[config.mk]
export PLATFORM = sky130hd
export DESIGN_NAME = rsvd_front
export DESIGN_NICKNAME = d
export VERILOG_FILES = /design/src/hdl/rsvd_pkg.sv /design/src/hdl/rsvd_front.sv
export SDC_FILE = /design/constraint.sdc
export NUM_CORES = 1
export LEC_CHECK = 0
export ABC_AREA = 0
export ABC_CLOCK_PERIOD_IN_PS = 7100
export BUFFER_PORTS_ARGS = -buffer_cell sky130_fd_sc_hd__buf_4
export CAP_MARGIN = 20
export CORE_UTILIZATION = 35
export CTS_CLUSTER_SIZE = 25
export DETAILED_ROUTE_END_ITERATION = 10
export HOLD_SLACK_MARGIN = 0.12
export PLACE_DENSITY = 0.64
export SLEW_MARGIN = 40
export SYNTH_ARGS = -nofsm -noshare
export SYNTH_HDL_FRONTEND = slang
export SYNTH_SLANG_ARGS = --single-unit
[constraint.sdc]
create_clock -name clk -period 7.1 [get_ports clk]
set_input_delay 1.42 -clock clk [delete_from_list [all_inputs] [get_ports clk]]
set_output_delay 1.42 -clock clk [all_outputs]
set_load 0.01 [all_outputs]
[src/hdl/rsvd_pkg.sv]
`timescale 1ns / 1ps
`default_nettype none

package rsvd_pkg;

  localparam int ROI_PIXELS  = 16384;
  localparam int MAP_AW      = $clog2(ROI_PIXELS);
  localparam int CLR_W       = MAP_AW + 1;
  localparam int CNT_W       = 15;
  localparam int SUM_W       = 22;
  localparam int GREY_W      = 8;
  localparam int FLEN_W      = 6;
  localparam int CFG_IDX_W   = 2;
  localparam int DIVR_W      = CNT_W + 1;
  localparam int REM_W       = DIVR_W + 1;
  localparam int DIV_STEPS   = SUM_W;
  localparam int STEP_W      = $clog2(DIV_STEPS);
  localparam int QUEUE_DEPTH = 4;
  localparam int QPTR_W      = $clog2(QUEUE_DEPTH);

  localparam logic [CNT_W-1:0] CNT_MAX  = {CNT_W{1'b1}};
  localparam logic [SUM_W-1:0] SUM_MAX  = {SUM_W{1'b1}};
  localparam logic [GREY_W-1:0] GREY_MAX = {GREY_W{1'b1}};

  typedef enum logic [CFG_IDX_W-1:0] {
    CFG_MOVE_TH = 2'd0,
    CFG_EDGE_TH = 2'd1,
    CFG_DARK_TH = 2'd2,
    CFG_FLEN    = 2'd3
  } cfg_index_t;

  typedef enum logic {
    KIND_ACCUM = 1'b0,
    KIND_MARK  = 1'b1
  } kind_t;

  typedef enum logic [1:0] {
    DIV_IDLE,
    DIV_RUN,
    DIV_DONE
  } div_state_t;

  typedef struct packed {
    kind_t              kind;
    logic               inside_roi;
    logic [MAP_AW-1:0]  map_index;
    logic               moving;
    logic               edge_req;
    logic [GREY_W-1:0]  grey;
    logic               last_pixel;
  } item_t;

  typedef struct packed {
    logic  valid;
    item_t item;
  } fq_head_t;

  typedef struct packed {
    logic [CNT_W-1:0]  movement_threshold;
    logic [CNT_W-1:0]  edge_threshold;
    logic [CNT_W-1:0]  dark_threshold;
    logic [FLEN_W-1:0] filter_length;
  } cfg_t;

  function automatic logic [CNT_W-1:0] sat_inc(input logic [CNT_W-1:0] v);
    return (v == CNT_MAX) ? CNT_MAX : v + 1'b1;
  endfunction

  // saturating up/down counter clamped to 0..flen
  function automatic logic [FLEN_W-1:0] smooth_next(input logic [FLEN_W-1:0] ctr,
                                                    input logic hit,
                                                    input logic [FLEN_W-1:0] flen);
    logic [FLEN_W:0] c;
    c = {1'b0, ctr};
    if (hit) begin
      c = c + 1'b1;
    end else if (c != '0) begin
      c = c - 1'b1;
    end
    if (c > {1'b0, flen}) begin
      c = {1'b0, flen};
    end
    return c[FLEN_W-1:0];
  endfunction

endpackage

`default_nettype wire

[src/hdl/rsvd_front.sv]
`timescale 1ns / 1ps
`default_nettype none

module rsvd_front (
  input  wire logic                         clk,
  input  wire logic                         rst,
  input  wire logic                         push,
  output logic                              full,
  input  wire logic                         req_type,
  input  wire logic                         inside_roi,
  input  wire logic [rsvd_pkg::MAP_AW-1:0]  map_index,
  input  wire logic                         moving,
  input  wire logic                         edge_req,
  input  wire logic [rsvd_pkg::GREY_W-1:0]  grey,
  input  wire logic                         last_pixel,
  input  wire logic                         clearing,
  input  wire logic                         deq,
  output rsvd_pkg::fq_head_t                head
);

  import rsvd_pkg::*;

  item_t             q [QUEUE_DEPTH];
  logic [QPTR_W-1:0] wr_ptr;
  logic [QPTR_W-1:0] rd_ptr;
  logic [QPTR_W:0]   count;
  logic              in_acc;
  logic              keep;
  logic              enq;
  item_t             new_item;

  assign full   = (count == (QPTR_W + 1)'(QUEUE_DEPTH)) || clearing;
  assign in_acc = push && !full;

  // pixels outside the region do nothing unless they close a frame
  assign keep = req_type ? inside_roi : (inside_roi || last_pixel);
  assign enq  = in_acc && keep;

  always_comb begin
    new_item.kind       = req_type ? KIND_MARK : KIND_ACCUM;
    new_item.inside_roi = inside_roi;
    new_item.map_index  = map_index;
    new_item.moving     = moving;
    new_item.edge_req   = edge_req;
    new_item.grey       = grey;
    new_item.last_pixel = last_pixel;
  end

  assign head.valid = (count != '0);
  assign head.item  = q[rd_ptr];

  always_ff @(posedge clk) begin
    if (enq) begin
      q[wr_ptr] <= new_item;
    end
  end

  always_ff @(posedge clk) begin
    if (rst) begin
      wr_ptr <= '0;
      rd_ptr <= '0;
      count  <= '0;
    end else begin
      if (enq) begin
        wr_ptr <= wr_ptr + 1'b1;
      end
      if (deq) begin
        rd_ptr <= rd_ptr + 1'b1;
      end
      if (enq && !deq) begin
        count <= count + 1'b1;
      end else if (deq && !enq) begin
        count <= count - 1'b1;
      end
    end
  end

endmodule

`default_nettype wire

==> qor.yml <==
global_routing:
  antenna_found_initial: 0
  grt_overflow: 0
  grt_use_total: 0.1286
  grt_pass1_wl_mm: 11.74
  grt_max_degree: 28
  first_global_vias: 2133
yosys:
  ys.warnings.count: 0
  ys_seq_elements: 117
  yosysTopAreaCell: "edfxtp_1"
  synth_top_cells_by_count: "edfxtp_1, mux4_2, dfxtp_1"
  synth.top_cell.area_share: 0.7362
  avgSynthCellArea_sq_um: 22.95
  syn-cell-area_sq_um: 4405
  ys_top_cells_by_area: "edfxtp_1, mux4_2, dfxtp_1, ha_1, and2_2"
  synth_flop_cell: "edfxtp_1"
  synth_edf_count: 108
  ys_seq_area_frac: 0.7771
  synth_cells: 192
  synth_nets: 230
  yosysMostFrequentCell: "edfxtp_1"
  async_flop_share: 0
  ys_types: 27
die:
  start_util: 0.3622
  ioPinCount: 61
  dieArea_sq_um: 13040
  core_area_sq_um: 12160
  die_w_um: 114.2
  rows: 40
  die_h_um: 114.2
critical_path:
  worst_setup_path_end_kind: "primary output"
  r2r_end: "count[2]$_SDFFE_PP0P_"
  start_kind: "input pin"
  path_cells: "buf_4, or2_2, buf_4"
  cp_max_fo: 2
  cp.arrival_ns: 1.97
  ff2ff_path_depth: 8
  cpMaxStageDelayCell: "or2_2"
  worstPathRequired_ns: 5.68
  slowest_delay_ns: 0.28
  crit_end: "full"
  r2r-start: "count[0]$_SDFFE_PP0P_"
  crit_type: "in2out"
  crit_top_cell: "buf_4"
  r2r_setup_slack_ns: 4.61
  crit_start: "clearing"
power:
  power.density_nw_per_um2: 294.7
  p_leak_nw: 1.881
  vdd_ir_drop_max_mv: 0.1440
final_layout:
  area_delta_synth_final_pct: 25.19
  nets: 302
  n_antenna_cell: 0
  finish.utilization: 0.4535
  fill_cells: 1042
  final_layout_size_suffix_gt1_frac: 0.4453
  fin_area_sq_um: 5515
timing:
  rsz0062_at_grt: "no"
  post-route-period-util: 0.4769
  period_needed_ns: 3.386
  slew_headroom: 0.4837
  worst_slack_ns: 3.714
  fmax_ghz: 0.2953
  hold_viol_final: 0
  setup_tns_ns: 0
  skew_ns: 0.004770
  worst_pin_slew_ns: 0.7745
  maxSlewViolCount: 0
  setup_violations: 0
route:
  initialDrtViolationCount: 65
  topRoutingLayerUsed: "met4"
  dr.pass1.iters: 4
  avgRoutedWirePerCell_um: 17.24
  wl_met2_mm: 3.843
  num_vias: 2024
  vias_per_cell: 4.579
  wl_met3_um: 445
  ant_nets: 0
  routed_wirelength_mm: 7.622
  wl_met1_mm: 3.255
  route.detailed.drc: 0
placement:
  placed_cell_area_sq_um: 5035
  pre_cts_slack_ns: 3.427
  hpwl_mm: 4.490
  gp_congestion: 0.6334
  port_buffers: 60
clocking:
  clock-root-buffer: "clkbuf_16"
  clkSinkCount: 117
  cts.clk_slew.worst_paths_ns: 0.05
  holdBufCountCts: 0
  cts_setup_buffers: 0
  cts_tree: "done"
  clockBufferDepth: 2
  cts_htree_levels: 4
  cts_resized: 0
  cts_buffers: 17
  clk_latency_ns: 0.40
worst_hold_path:
  min_path_type: "reg2reg"
  holdPathStages: 2
run_status:
  outcome: "complete, no violations"
run:
  drv_cap: 0
[layout make-up]
class | instances | area (sq um) | area share
Inverter | 6 | 22.52 | 0.004083
Clock buffer | 22 | 444.2 | 0.08054
Timing Repair Buffer | 60 | 450.4 | 0.08167
Multi-Input combinational cell | 62 | 923.4 | 0.1674
Clock inverter | 7 | 36.28 | 0.006579
Tap cell | 168 | 210.2 | 0.03811
Sequential cell | 117 | 3428 | 0.6216
[metal layers]
metal / vias up / GRT usage
li1: 920 / -
met1: 1040 / 0.1540
met2: 55 / 0.2048
met3: 9 / 0.05558
met4: 0 / 0.05195
met5: - / 0
[power by group]
part           total, mW  internal, mW  switching [mW]
registers          0.796         0.773          0.0236
clock network      0.694         0.432           0.261
logic              0.135        0.0804          0.0545
[through the flow]
stage | power [mW] | hold WS [ns] | instances
floorplan | 0.8784 | 0.4663 | 192
global placement | 0.9445 | 0.4879 | 413
detailed placement | 0.9485 | 0.5113 | 413
CTS | 1.645 | 0.5243 | 442
global route | 1.683 | 0.5562 | 442
finish | 1.625 | 0.5203 | 442
[worst max-delay path: cells and delay by family]
kind	cells	cell delay (ns)
AND/OR/NAND/NOR	1	0.28
buffers and inverters	2	0.26
[cell usage in the layout, fill, tap and decap left out, types with 2 or more instances in the layout]
cell and instances:
and2_2 4, buf_4 60, clkbuf_1 5, clkbuf_16 17
clkinv_2 5, dfxtp_1 7, edfxtp_1 108, ha_1 5
inv_1 6, mux2i_1 2, mux4_2 27, nand2b_1 2
nor2_1 7, xor2_1 3
[worst min-delay path by stage]
stage                                start                     end  slack (ns)
floorplan            count[2]$_SDFFE_PP0P_   count[2]$_SDFFE_PP0P_        0.47
global placement     count[2]$_SDFFE_PP0P_   count[2]$_SDFFE_PP0P_        0.49
detailed placement  rd_ptr[1]$_SDFFE_PP0P_                register        0.51
CTS                 wr_ptr[1]$_SDFFE_PP0P_  wr_ptr[1]$_SDFFE_PP0P_        0.52
global route         count[2]$_SDFFE_PP0P_   count[2]$_SDFFE_PP0P_        0.56
finish              wr_ptr[1]$_SDFFE_PP0P_  wr_ptr[1]$_SDFFE_PP0P_        0.52
[sequential cells by signal, summed over array words and instances (netlist names), named ones only]
name / count
count: 3
wr_ptr: 2
q: 108
rd_ptr: 2
[cells by family after synthesis]
| group | count (synthesis) | share of synthesized area |
|---|---|---|
| xor gates and xnor gates | 4 | 0.007954 |
| muxes | 30 | 0.1460 |
| buffers and inverters | 13 | 0.01334 |
| AOI/OAI and AO/OA | 3 | 0.008519 |
| adders and majority gates | 6 | 0.01874 |
| and+or+nand+nor | 19 | 0.02840 |
| DFF | 117 | 0.7771 |
Note: power is estimated with default switching activity, not from simulation.
